$ cat src/sv/ckpe_pkg.sv
// Shared constants, types and the key encoding for the contact key pulse encoder.
package ckpe_pkg;

  localparam int unsigned KEY_W        = 16;
  localparam int unsigned LEN_W        = 24;
  localparam int unsigned POS_W        = 7;
  localparam int unsigned CODE_W       = 32;
  localparam int unsigned FRAME_PULSES = 72;
  localparam int unsigned START_PULSES = 8;

  localparam int unsigned CFG_ADDR_W = 4;
  localparam int unsigned CFG_DATA_W = 32;

  // register byte addresses
  localparam logic [CFG_ADDR_W-1:0] ADDR_KEY_CODE   = 4'h0;
  localparam logic [CFG_ADDR_W-1:0] ADDR_SHORT_LEN  = 4'h4;
  localparam logic [CFG_ADDR_W-1:0] ADDR_LONG_LEN   = 4'h8;

  localparam logic [KEY_W-1:0] KEY_CODE_RST  = 16'd0;
  localparam logic [LEN_W-1:0] SHORT_LEN_RST = 24'd2640;
  localparam logic [LEN_W-1:0] LONG_LEN_RST  = 24'd5280;

  localparam logic [POS_W-1:0] POS_LAST        = 7'(FRAME_PULSES - 1);
  localparam logic [POS_W-1:0] POS_START_END   = 7'(START_PULSES);
  localparam logic [POS_W-1:0] POS_START_ONE   = 7'd6;

  typedef struct packed {
    logic             line_level;
    logic [LEN_W-1:0] pulse_len;
    logic             frame_end;
  } pulse_t;

  // Each 2-bit group becomes a one-cold nibble; group 0 lands in the top nibble.
  function automatic logic [CODE_W-1:0] encode_key(input logic [KEY_W-1:0] key);
    logic [CODE_W-1:0] word;
    logic [1:0]        grp;
    word = '0;
    for (int g = 0; g < 8; g++) begin
      grp = key[2*g +: 2];
      word[CODE_W-1-4*g -: 4] = ~(4'b0001 << grp);
    end
    return word;
  endfunction

endpackage

$ cat src/sv/ckpe_pulse_gen.sv
// Frame position counter and per-pulse level, length and frame end selection.
module ckpe_pulse_gen (
  input  logic                            clk,
  input  logic                            rst_n,
  input  logic                            step,
  input  logic                            restart,
  input  logic [ckpe_pkg::KEY_W-1:0]      key_code,
  input  logic [ckpe_pkg::LEN_W-1:0]      short_len,
  input  logic [ckpe_pkg::LEN_W-1:0]      long_len,
  output ckpe_pkg::pulse_t                pulse
);

  logic [ckpe_pkg::POS_W-1:0]  pos_r;
  logic [ckpe_pkg::POS_W-1:0]  pos_nxt;
  logic [ckpe_pkg::POS_W-1:0]  pos;
  logic [ckpe_pkg::POS_W-1:0]  data_pos;
  logic [ckpe_pkg::CODE_W-1:0] code;
  logic                        bit_val;

  assign pos      = restart ? '0 : pos_r;
  assign code     = ckpe_pkg::encode_key(key_code);
  assign data_pos = pos - ckpe_pkg::POS_START_END;

  always_comb begin
    if (pos < ckpe_pkg::POS_START_END) begin
      // start word 0,0,0,1
      bit_val = (pos >= ckpe_pkg::POS_START_ONE);
    end else begin
      bit_val = code[data_pos[5:1]];
    end
  end

  assign pulse.line_level = pos[0];
  assign pulse.pulse_len  = (bit_val != pos[0]) ? short_len : long_len;
  assign pulse.frame_end  = (pos == ckpe_pkg::POS_LAST);

  assign pos_nxt = (pos == ckpe_pkg::POS_LAST) ? '0 : pos + 1'b1;

  always_ff @(posedge clk) begin
    if (!rst_n) begin
      pos_r <= '0;
    end else if (step) begin
      pos_r <= pos_nxt;
    end
  end

endmodule

$ cat src/sv/contact_key_pulse_encoder.sv
// Top level of the contact key pulse encoder: config registers and result register.
//
// Each word on the in_ stream requests one pulse of a repeating 72-pulse frame
// for a two-wire contact key: an 8-pulse start word, then the 32 encoded key
// bits, LSB first, each bit a low pulse followed by a high pulse. Setting
// restart in a word moves the frame back to its first pulse before emitting.
// The out_ stream carries the pulse level and its length in clock ticks;
// out_tlast marks the last pulse of the frame.
// out_tvalid is registered and rises in the cycle after input accept; one word is
// taken every cycle while the receiver is ready. The result register is refilled in
// the cycle it is taken, so a stalled receiver holds out_tdata and blocks in_tready only while it stalls.
// The key code and the short and long pulse lengths are written over the APB port
// (byte addresses 0, 4, 8); the user must do so only while the stream is idle,
// as the block does not enforce it. Synchronous reset clears the frame position
// and the output valid and loads key 0, short 2640 and long 5280 ticks.
module contact_key_pulse_encoder (
  input  logic                                 clk,
  input  logic                                 rst_n,
  // in_tdata: [0] restart, [7:1] zero
  input  logic                                 in_tvalid,
  output logic                                 in_tready,
  input  logic [7:0]                           in_tdata,
  // out_tdata: [0] line_level, [24:1] pulse_len, [31:25] zero
  output logic                                 out_tvalid,
  input  logic                                 out_tready,
  output logic [31:0]                          out_tdata,
  output logic                                 out_tlast,
  input  logic                                 cfg_psel,
  input  logic                                 cfg_penable,
  input  logic                                 cfg_pwrite,
  input  logic [ckpe_pkg::CFG_ADDR_W-1:0]      cfg_paddr,
  input  logic [ckpe_pkg::CFG_DATA_W-1:0]      cfg_pwdata,
  output logic [ckpe_pkg::CFG_DATA_W-1:0]      cfg_prdata,
  output logic                                 cfg_pready
);

  logic [ckpe_pkg::KEY_W-1:0] key_code_r;
  logic [ckpe_pkg::LEN_W-1:0] short_len_r;
  logic [ckpe_pkg::LEN_W-1:0] long_len_r;
  logic                       cfg_wr;

  logic                       in_acc;
  ckpe_pkg::pulse_t           pulse;
  ckpe_pkg::pulse_t           res_r;
  logic                       out_valid_r;

  // configuration port
  assign cfg_pready = 1'b1;
  assign cfg_wr     = cfg_psel & cfg_penable & cfg_pwrite & cfg_pready;

  always_ff @(posedge clk) begin
    if (!rst_n) begin
      key_code_r  <= ckpe_pkg::KEY_CODE_RST;
      short_len_r <= ckpe_pkg::SHORT_LEN_RST;
      long_len_r  <= ckpe_pkg::LONG_LEN_RST;
    end else if (cfg_wr) begin
      unique case (cfg_paddr)
        ckpe_pkg::ADDR_KEY_CODE:  key_code_r  <= cfg_pwdata[ckpe_pkg::KEY_W-1:0];
        ckpe_pkg::ADDR_SHORT_LEN: short_len_r <= cfg_pwdata[ckpe_pkg::LEN_W-1:0];
        ckpe_pkg::ADDR_LONG_LEN:  long_len_r  <= cfg_pwdata[ckpe_pkg::LEN_W-1:0];
        default: ;
      endcase
    end
  end

  always_comb begin
    unique case (cfg_paddr)
      ckpe_pkg::ADDR_KEY_CODE:  cfg_prdata = 32'(key_code_r);
      ckpe_pkg::ADDR_SHORT_LEN: cfg_prdata = 32'(short_len_r);
      ckpe_pkg::ADDR_LONG_LEN:  cfg_prdata = 32'(long_len_r);
      default:                  cfg_prdata = '0;
    endcase
  end

  // stream path
  assign in_tready = !out_valid_r || out_tready;
  assign in_acc    = in_tvalid && in_tready;

  ckpe_pulse_gen u_pulse_gen (
    .clk       (clk),
    .rst_n     (rst_n),
    .step      (in_acc),
    .restart   (in_tdata[0]),
    .key_code  (key_code_r),
    .short_len (short_len_r),
    .long_len  (long_len_r),
    .pulse     (pulse)
  );

  always_ff @(posedge clk) begin
    if (!rst_n) begin
      out_valid_r <= 1'b0;
    end else if (in_tready) begin
      out_valid_r <= in_tvalid;
    end
  end

  always_ff @(posedge clk) begin
    if (in_acc) begin
      res_r <= pulse;
    end
  end

  assign out_tvalid = out_valid_r;
  assign out_tdata  = {7'd0, res_r.pulse_len, res_r.line_level};
  assign out_tlast  = res_r.frame_end;

endmodule

$ cat config.mk
export PLATFORM = sky130hd
export DESIGN_NAME = contact_key_pulse_encoder
export DESIGN_NICKNAME = d
export VERILOG_FILES = /design/src/sv/ckpe_pkg.sv /design/src/sv/ckpe_pulse_gen.sv /design/src/sv/contact_key_pulse_encoder.sv
export SDC_FILE = /design/constraint.sdc
export NUM_CORES = 1
export LEC_CHECK = 0
export BUFFER_PORTS_ARGS = -buffer_cell sky130_fd_sc_hd__buf_4
export CAP_MARGIN = 25
export CORE_ASPECT_RATIO = 0.6
export CORE_MARGIN = 1
export CORE_UTILIZATION = 59
export DETAILED_ROUTE_END_ITERATION = 6
export GPL_ROUTABILITY_DRIVEN = 0
export PLACE_DENSITY = 0.83
export REMOVE_ABC_BUFFERS = 1
export SETUP_SLACK_MARGIN = 0.02
export SLEW_MARGIN = 20
export SYNTH_ARGS = -nofsm -noshare
export SYNTH_HDL_FRONTEND = slang
export SYNTH_SLANG_ARGS = --single-unit
$ cat constraint.sdc
create_clock -name clk -period 5.2 [get_ports clk]
set_input_delay 1.04 -clock clk [delete_from_list [all_inputs] [get_ports clk]]
set_output_delay 1.04 -clock clk [all_outputs]
set_load 0.02 [all_outputs]
==> results of run 1 <==
==> worst min-delay path: cells and delay by family, from the launching register on <==
family,cells,cell delay [ns]
simple gates,1,0.06
flops,1,0.33
compound gates,1,0.07
==> cell type report <==
cell class	instances	area (um2)	share of cell area, %
clock buffers	9	225	3.50
clock inverters	7	36.3	0.564
flip-flops and latches	98	2220	34.6
repair buffers	102	773	12.0
multi-input cells	492	3000	46.7
well taps	126	158	2.45
inverters	4	15.0	0.234
==> through the flow <==
stage	setup slack (ns)	hold WS, ns	utilization [%]	area [um2]
3_3_place_gp	1.95	0.483	69.8	6150
4_1_cts	1.96	0.505	72.9	6430
6_report	1.93	0.506	72.9	6430
5_1_grt	1.86	0.530	72.9	6430
2_1_floorplan	1.48	0.459	-	5210
3_5_place_dp	1.93	0.492	70.0	6170
==> synthesized netlist by cell type (2+ instances only) <==
| library cell | n | area share (%) |
|---|---|---|
| a221o_1 | 23 | 4.2 |
| nor4_2 | 2 | 0.45 |
| a22o_1 | 31 | 4.9 |
| nor4_1 | 2 | 0.23 |
| and4_1 | 3 | 0.47 |
| xnor2_1 | 6 | 0.95 |
| nor4b_2 | 2 | 0.54 |
| a31oi_1 | 2 | 0.23 |
| a21boi_1 | 4 | 0.54 |
| a21boi_0 | 55 | 7.4 |
| a21oi_1 | 48 | 4.3 |
| buf_2 | 10 | 0.90 |
| xor2_1 | 6 | 0.95 |
| nand3b_1 | 2 | 0.27 |
| and3_1 | 4 | 0.45 |
| nor2_1 | 9 | 0.61 |
| inv_1 | 3 | 0.20 |
| nand4_1 | 3 | 0.34 |
| clkbuf_1 | 41 | 2.8 |
| buf_6 | 5 | 1.0 |
| o21ai_0 | 9 | 0.81 |
| a22oi_1 | 19 | 2.6 |
| conb_1 | 2 | 0.14 |
| nand2b_1 | 3 | 0.34 |
| nor2b_1 | 6 | 0.68 |
| dfxtp_1 | 72 | 26 |
| nand3_1 | 10 | 0.90 |
| nor3_1 | 7 | 0.63 |
| edfxtp_1 | 26 | 14 |
| a211oi_1 | 2 | 0.27 |
| buf_4 | 17 | 2.3 |
| a221oi_1 | 23 | 3.6 |
| nand2_1 | 172 | 12 |
| or4_1 | 2 | 0.27 |
==> sequential cells by signal, indices dropped and copies added (netlist names) <==
signal / flops
long_len_r: 24
short_len_r: 24
out_tvalid: 1
key_code_r: 16
u_pulse_gen.pos_r: 7
out_tdata: 25
out_tlast: 1
==> routing by layer <==
| metal | wire length, um | vias up | track usage (%) |
|---|---|---|---|
| li1 | - | 2487 | - |
| met5 | 0 | - | 0 |
| met3 | 1940 | 33 | 6.91 |
| met4 | 227 | 0 | 12.1 |
| met1 | 6600 | 2556 | 44.2 |
| met2 | 7430 | 399 | 53.0 |
==> power by group through the flow <==
stage / Sequential, uW / Clock [uW] / Combinational, uW
2_1_floorplan: 837 / 0 / 66.3
3_5_place_dp: 824 / 0 / 160
4_1_cts: 807 / 611 / 160
5_1_grt: 808 / 644 / 173
3_3_place_gp: 823 / 0 / 156
6_report: 807 / 607 / 163
==> final timing paths <==
| path | end | cells after the start |
|---|---|---|
| min reg2reg | key_code_r[4] | 2 |
| min | key_code_r[4] | 2 |
| max | cfg_prdata[1] | 6 |
| max reg2reg | out_tdata[4] | 7 |
==> logic make-up (layout without fill, tap and decap cells) <==
kind of cell	count (synthesis)	in the layout	synth area share [%]
other cells	2	16	0.135
buf+inv	77	122	7.27
simple gates	235	235	19.1
compound gates	227	227	31.1
mux	1	1	0.181
xor+xnor	12	12	1.90
fa+ha+maj	1	1	0.226
flops	98	98	40.1
==> impl_metrics.env, run 1 <==
export IMPL_drt_iter0_markers=739
export IMPL_async_flop_share_pct=0
export IMPL_end_kind="output port"
export IMPL_setup_viol_count_final=0
export IMPL_ys_seq_area_share_pct=40.1
export IMPL_hold_viol_final=0
export IMPL_wl_per_cell_um=19.3
export IMPL_layout_nets=759
export IMPL_vdd_drop_max_v=0.000156
export IMPL_critPathRequiredTime_ns=4.16
export IMPL_drv_cap=0
export IMPL_path_delay_family="buffers and inverters"
export IMPL_mostFrequentLayoutCells="nand2_1, buf_4, dfxtp_1, a21boi_0, a21oi_1"
export IMPL_insertion_delay_ns=0.35
export IMPL_rsz0062_at_grt="false"
export IMPL_start_util_pct=62.9
export IMPL_synth_edff_count=26
export IMPL_cp_data_arrival_time_ns=2.23
export IMPL_fp_dieH_um=77.1
export IMPL_io_pins=119
export IMPL_outcome="complete, no violations"
export IMPL_hold_buffers=0
export IMPL_dp_cells=822
export IMPL_final_common_cell="nand2_1"
export IMPL_grt_overflow=0
export IMPL_instances_no_fill=838
export IMPL_p_int_uw=1180
export IMPL_crit_start="cfg_paddr[3]"
export IMPL_vias=5475
export IMPL_worstReg2RegStart="u_pulse_gen.pos_r[2]"
export IMPL_period_share_pct=63.0
export IMPL_n_antenna_cell=0
export IMPL_die_w_um=127
export IMPL_cts_setup_buffers=0
export IMPL_syn_inst=653
export IMPL_die_area_mm2=0.00980
export IMPL_leakagePower_uw=0.00249
export IMPL_rows=26
export IMPL_clock_path_buffers=2
export IMPL_numCtsBuffers=9
export IMPL_path_clk_slew_ns=0.07
export IMPL_route_detailed_drc=0
export IMPL_port_buffers=87
export IMPL_slew_headroom_pct=38.2
export IMPL_yosysUniqueCellTypes=56
export IMPL_avgSynthCellArea_um2=8.49
export IMPL_ctsResizeCount=0
export IMPL_antenna_found_initial=0
export IMPL_placeableCoreArea_mm2=0.00882
export IMPL_grt_max_degree=73
export IMPL_r2r_setup_slack_ns=2.16
export IMPL_grt_pass1_wl_um=25300
export IMPL_drv_slew=0
export IMPL_slowest_stage="buf_4"
export IMPL_fin_tns_setup_ns=0
export IMPL_min_path_type="register to register"
export IMPL_cpMostUsedCell="buf_4"
export IMPL_p_sw_uw=397
export IMPL_crit_buf_inv=3
export IMPL_hpwlAfterDp_um=9980
export IMPL_ys_ff_latch=98
export IMPL_yosys_warnings=0
export IMPL_cp_max_fo=26
export IMPL_max_freq_mhz=305
export IMPL_postRouteAntennaNets=0
export IMPL_drive_gt1_share_pct=18.0
export IMPL_totalWireLength_um=16200
export IMPL_min_period_ns=3.27
export IMPL_clockPowerShare_pct=38.5
export IMPL_cpPeakStageDelay_ns=0.38
export IMPL_fillerInstances=639
export IMPL_critPathKind="input port to output port"
export IMPL_fin_skew_ns=0.00608
export IMPL_firstDrtPassIters=7
export IMPL_p_comb_share_pct=10.3
export IMPL_crit_path_cell_trace="buf_4 -> nor4b_4 -> buf_4 -> a22oi_1 -> nand2_1 -> buf_4"
export IMPL_synth_ff_type="dfxtp_1"
export IMPL_grt_usage_pct=33.1
export IMPL_syn_area_mm2=0.00554
export IMPL_cts_tree="done"
export IMPL_min_delay_start="key_code_r[4]"
export IMPL_area_growth_pct=16.0
export IMPL_cts_root_buf="clkbuf_16"
export IMPL_power_uw=1580
export IMPL_power_density_mw_per_mm2=245
export IMPL_startpoint_type="input port"
export IMPL_routed_via_density=6.53
export IMPL_worstMarginPinSlew_ns=0.924
export IMPL_h_tree_depth=3
export IMPL_cts_sinks=98
export IMPL_seqPwrFrac_pct=51.2
export IMPL_swShare_pct=25.2
export IMPL_grt_pass1_vias=5032
No activity file was read; power rests on OpenSTA's default activity.
==> inputs of run 2 (changes only) <==
CORE_UTILIZATION = 55   (was 59)
PLACE_DENSITY = 0.78   (was 0.83)
clock period = 3.1 ns   (was 5.2 ns; I/O delays follow)
==> impl_metrics.env, run 2 (synthesis results as in run 1) <==
export IMPL_max_freq_mhz=344
export IMPL_die_w_um=132
export IMPL_placeableCoreArea_mm2=0.00946
export IMPL_wl_per_cell_um=19.5
export IMPL_antenna_found_initial=0
export IMPL_critPathKind="register to register"
export IMPL_startpoint_type="register"
export IMPL_grt_pass1_wl_um=26400
export IMPL_worstReg2RegStart="u_pulse_gen.pos_r[2]"
export IMPL_setup_viol_count_final=0
export IMPL_final_common_cell="nand2_1"
export IMPL_crit_start="u_pulse_gen.pos_r[2]"
export IMPL_end_kind="register"
export IMPL_layout_nets=767
export IMPL_min_path_type="input port to register"
export IMPL_die_area_mm2=0.0105
export IMPL_hold_viol_final=0
export IMPL_hpwlAfterDp_um=10400
export IMPL_cts_tree="done"
export IMPL_r2r_cells=6
export IMPL_period_share_pct=93.7
export IMPL_postRouteAntennaNets=0
export IMPL_fillerInstances=777
export IMPL_critPathCapture="out_tdata[15]"
export IMPL_grt_overflow=0
export IMPL_numCtsBuffers=9
export IMPL_worst_slack_ns=0.195
export IMPL_fin_hold_ws_ns=0.498
export IMPL_drt_iter0_markers=580
export IMPL_ctsResizeCount=0
export IMPL_route_detailed_drc=0
export IMPL_grt_pass1_vias=5074
export IMPL_cts_setup_buffers=0
export IMPL_critPathRequiredTime_ns=3.19
export IMPL_post_place_ws_ns=0.300
export IMPL_largest_reg_flops=25
export IMPL_drive_gt1_share_pct=19.2
export IMPL_path_clk_slew_ns=0.07
export IMPL_fp_dieH_um=79.8
export IMPL_mostFrequentLayoutCells="nand2_1, buf_4, dfxtp_1, a21boi_0, a21oi_1"
export IMPL_grt_max_degree=73
export IMPL_drv_slew=0
export IMPL_totalWireLength_um=16600
export IMPL_cp_max_fo=24
export IMPL_fin_skew_ns=0.00889
export IMPL_placed_area_mm2=0.00624
export IMPL_firstDrtPassIters=5
export IMPL_power_density_mw_per_mm2=415
export IMPL_cts_sinks=98
export IMPL_start_util_pct=58.6
export IMPL_leakagePower_uw=0.00254
export IMPL_fin_tns_setup_ns=0
export IMPL_min_path_cells=3
export IMPL_multi_input_area_mm2=0.00300
export IMPL_rows=27
export IMPL_cts_root_buf="clkbuf_16"
export IMPL_power_uw=2710
export IMPL_insertion_delay_ns=0.35
export IMPL_slew_headroom_pct=39.9
export IMPL_grt_usage_pct=32.5
export IMPL_clock_path_buffers=2
export IMPL_port_buffers=87
export IMPL_vdd_drop_max_v=0.000300
export IMPL_rsz0062_at_grt="false"
export IMPL_fin_area_mm2=0.00652
export IMPL_worstMarginPinSlew_ns=0.901
export IMPL_io_pins=119
export IMPL_drv_cap=0
export IMPL_min_period_ns=2.90
export IMPL_seqCellArea_mm2=0.00222
export IMPL_cp_data_arrival_time_ns=3.00
export IMPL_routed_via_density=6.40
export IMPL_hold_buffers=0
export IMPL_r2r_setup_slack_ns=0.20
export IMPL_vias=5440
export IMPL_outcome="complete, no violations"
export IMPL_h_tree_depth=3
export IMPL_r2r_end="out_tdata[15]"
export IMPL_n_antenna_cell=0
export IMPL_area_growth_pct=17.6
-- run 2: changes by cell type in the layout (fill, tap and decap cells not counted), sizes merged --
cell,change
clkinv,-2
clkbuf,+2
buf,+8
-- run 2: layer usage --
metal	vias to the layer above	track usage, %	routed length (um)	part of all wire (%)
met3	42	5.90	1820	11
met2	351	52.9	7620	46
met5	-	0	0	0
met4	0	15.0	410	2.5
met1	2552	42.5	6730	41
li1	2495	-	-	-
-- run 2: report_power, final --
part,switching [uW],internal [uW]
sequential,16.0,1340
clock,491,583
combinational,167,110
-- run 2: metrics by stage --
| step | std cells | util, % |
|---|---|---|
| final | 850 | 68.9 |
| after global routing | 850 | 68.9 |
| after CTS | 850 | 68.9 |
| after detailed placement | 834 | 66.0 |
| after global placement | 834 | 66.0 |
| after floorplan | 594 | - |
-- run 2: how the worst min path moves through the flow --
stage / end / slack, ns / startpoint
5_1_grt: short_len_r[11] / 0.51 / cfg_pwdata[11]
3_3_place_gp: key_code_r[3] / 0.48 / key_code_r[3]
6_report: short_len_r[6] / 0.50 / cfg_pwdata[6]
3_5_place_dp: key_code_r[7] / 0.50 / key_code_r[7]
2_1_floorplan: key_code_r[6] / 0.46 / key_code_r[6]
4_1_cts: short_len_r[6] / 0.49 / cfg_pwdata[6]
-- run 2: final cells by class --
class                   count  area share [%]
multi-input cells         492            46.0
flip-flops and latches     98            34.1
repair buffers            110            12.9
clock buffers              11            3.88
well taps                 130            2.49
clock inverters             5           0.441
inverters                   4           0.230
-- run 2: critical path: stages (launching register included) --
cell and delay (ns):
dfxtp_1 0.91, nand3b_1 0.23, a31o_2 0.52, a22o_1 0.34, a221oi_1 0.27, a21oi_1 0.10, a221o_1 0.27
==> inputs of run 3 (changes only) <==
--- a/config.mk
+++ b/config.mk
@@ -13,4 +13,5 @@
 export DETAILED_ROUTE_END_ITERATION = 6
 export GPL_ROUTABILITY_DRIVEN = 0
+export GPL_TIMING_DRIVEN = 0
 export PLACE_DENSITY = 0.78
 export REMOVE_ABC_BUFFERS = 1
==> constraint.sdc (replaced) <==
create_clock -name clk -period 3.1 [get_ports clk]
set_input_delay 0.155 -clock clk [delete_from_list [all_inputs] [get_ports clk]]
set_output_delay 0.155 -clock clk [all_outputs]
set_load 0.02 [all_outputs]
==> impl_metrics.env, run 3 (synthesis results as in run 1) <==
export IMPL_antenna_found_initial=0
export IMPL_rows=27
export IMPL_drive_gt1_share_pct=19.3
export IMPL_placeableCoreArea_mm2=0.00946
export IMPL_vdd_drop_max_v=0.000300
export IMPL_path_clk_slew_ns=0.07
export IMPL_cts_setup_buffers=0
export IMPL_hpwlAfterDp_um=10800
export IMPL_p_comb_share_pct=10.2
export IMPL_firstDrtPassIters=5
export IMPL_startpoint_type="register"
export IMPL_io_pins=119
export IMPL_fp_dieH_um=79.8
export IMPL_layout_nets=761
export IMPL_die_area_mm2=0.0105
export IMPL_hold_viol_final=0
export IMPL_worstMarginPinSlew_ns=0.875
export IMPL_port_buffers=87
export IMPL_grt_max_degree=73
export IMPL_totalWireLength_um=16700
export IMPL_cp_max_fo=24
export IMPL_leakagePower_uw=0.00255
export IMPL_grt_usage_pct=32.1
export IMPL_top_layer="met4"
export IMPL_ctsResizeCount=6
export IMPL_routed_via_density=6.46
export IMPL_grt_overflow=0
export IMPL_end_kind="register"
export IMPL_clockPowerShare_pct=41.5
export IMPL_cts_tree="done"
export IMPL_area_growth_pct=19.0
export IMPL_cts_sinks=98
export IMPL_power_density_mw_per_mm2=425
export IMPL_swShare_pct=24.2
export IMPL_min_period_ns=2.99
export IMPL_critPathKind="register to register"
export IMPL_clock_path_buffers=2
export IMPL_slew_headroom_pct=41.3
export IMPL_hold_buffers=0
export IMPL_period_share_pct=96.5
export IMPL_insertion_delay_ns=0.35
export IMPL_postRouteAntennaNets=0
export IMPL_cts_root_buf="clkbuf_16"
export IMPL_mostFrequentLayoutCells="nand2_1, buf_4, dfxtp_1, a21boi_0, a21oi_1"
export IMPL_cp_data_arrival_time_ns=3.20
export IMPL_drv_cap=0
export IMPL_n_antenna_cell=0
export IMPL_grt_pass1_vias=5072
export IMPL_route_met3_wl_um=1650
export IMPL_drv_slew=0
export IMPL_critPathRequiredTime_ns=3.31
export IMPL_drt_met1_wl_um=6850
export IMPL_final_common_cell="nand2_1"
export IMPL_die_w_um=132
export IMPL_start_util_pct=58.6
export IMPL_seqPwrFrac_pct=48.3
export IMPL_met2WireLength_um=7930
export IMPL_h_tree_depth=3
export IMPL_fin_skew_ns=0.00682
export IMPL_route_detailed_drc=0
export IMPL_rsz0062_at_grt="false"
export IMPL_outcome="complete, no violations"
export IMPL_largest_reg_flops=25
export IMPL_min_path_type="input port to register"
export IMPL_numCtsBuffers=9
export IMPL_max_freq_mhz=334
export IMPL_vias=5449
export IMPL_p_sw_uw=679
export IMPL_wl_per_cell_um=19.8
export IMPL_grt_pass1_wl_um=26000
export IMPL_fin_tns_setup_ns=0
export IMPL_p_int_uw=2120
export IMPL_power_uw=2800
export IMPL_setup_viol_count_final=0
export IMPL_drt_iter0_markers=547
==> run 3: cell count changes in the layout (fill, tap and decap cells not counted), moves of 2 or more <==
cell      delta
buf_4       -19
buf_6        +9
buf_8        +5
clkinv_1     -2
dfxtp_1      -2
dfxtp_2      +2
==> run 3: path summary, 6_finish.rpt <==
kind,start,end,slack [ns],depth (start not counted)
setup / recovery,u_pulse_gen.pos_r[1],out_tdata[2],0.11,6
hold / removal,cfg_pwdata[11],short_len_r[11],0.04,3
setup reg to reg,u_pulse_gen.pos_r[1],out_tdata[2],0.11,6
hold reg to reg,key_code_r[5],key_code_r[5],0.50,2
==> run 3: worst max-delay path: stages, from the launching register on <==
cell,delay [ns]
dfxtp_2,0.61
xor2_1,0.21
nor4_1,0.06
or4_2,0.98
nand2_1,0.26
and3_4,0.46
a221o_1,0.25
==> run 3: power by group through the flow <==
stage	registers [uW]	logic, uW	clock network (uW)
CTS	1350	283	1160
finish	1350	287	1160
floorplan	1400	111	0
global route	1350	302	1220
detailed placement	1380	280	0
global placement	1380	257	0
==> run 3: layer usage <==
layer	up-vias	track usage [%]
li1	2477	-
met5	-	0
met2	351	55.1
met4	0	12.7
met3	29	5.90
met1	2592	40.4
==> run 3: through the flow <==
step | instances | util (%) | area, um2 | worst slack (ns) | hold WS, ns
floorplan | 594 | - | 5210 | -0.0869 | 0.227
global placement | 811 | 63.7 | 6020 | -1.44 | 0.392
detailed placement | 828 | 66.4 | 6280 | -0.774 | 0.395
CTS | 844 | 69.7 | 6600 | 0.170 | 0.0353
global route | 844 | 69.7 | 6600 | 0.0225 | 0.0551
finish | 844 | 69.7 | 6600 | 0.109 | 0.0432
==> run 3: area by class of cell <==
cell class	count	area [um2]
Clock inverter	4	51.3
Tap cell	130	163
Inverter	4	16.3
Timing Repair Buffer	104	852
Multi-Input combinational cell	492	3030
Sequential cell	98	2220
Clock buffer	12	256
Fill cell	762	2860
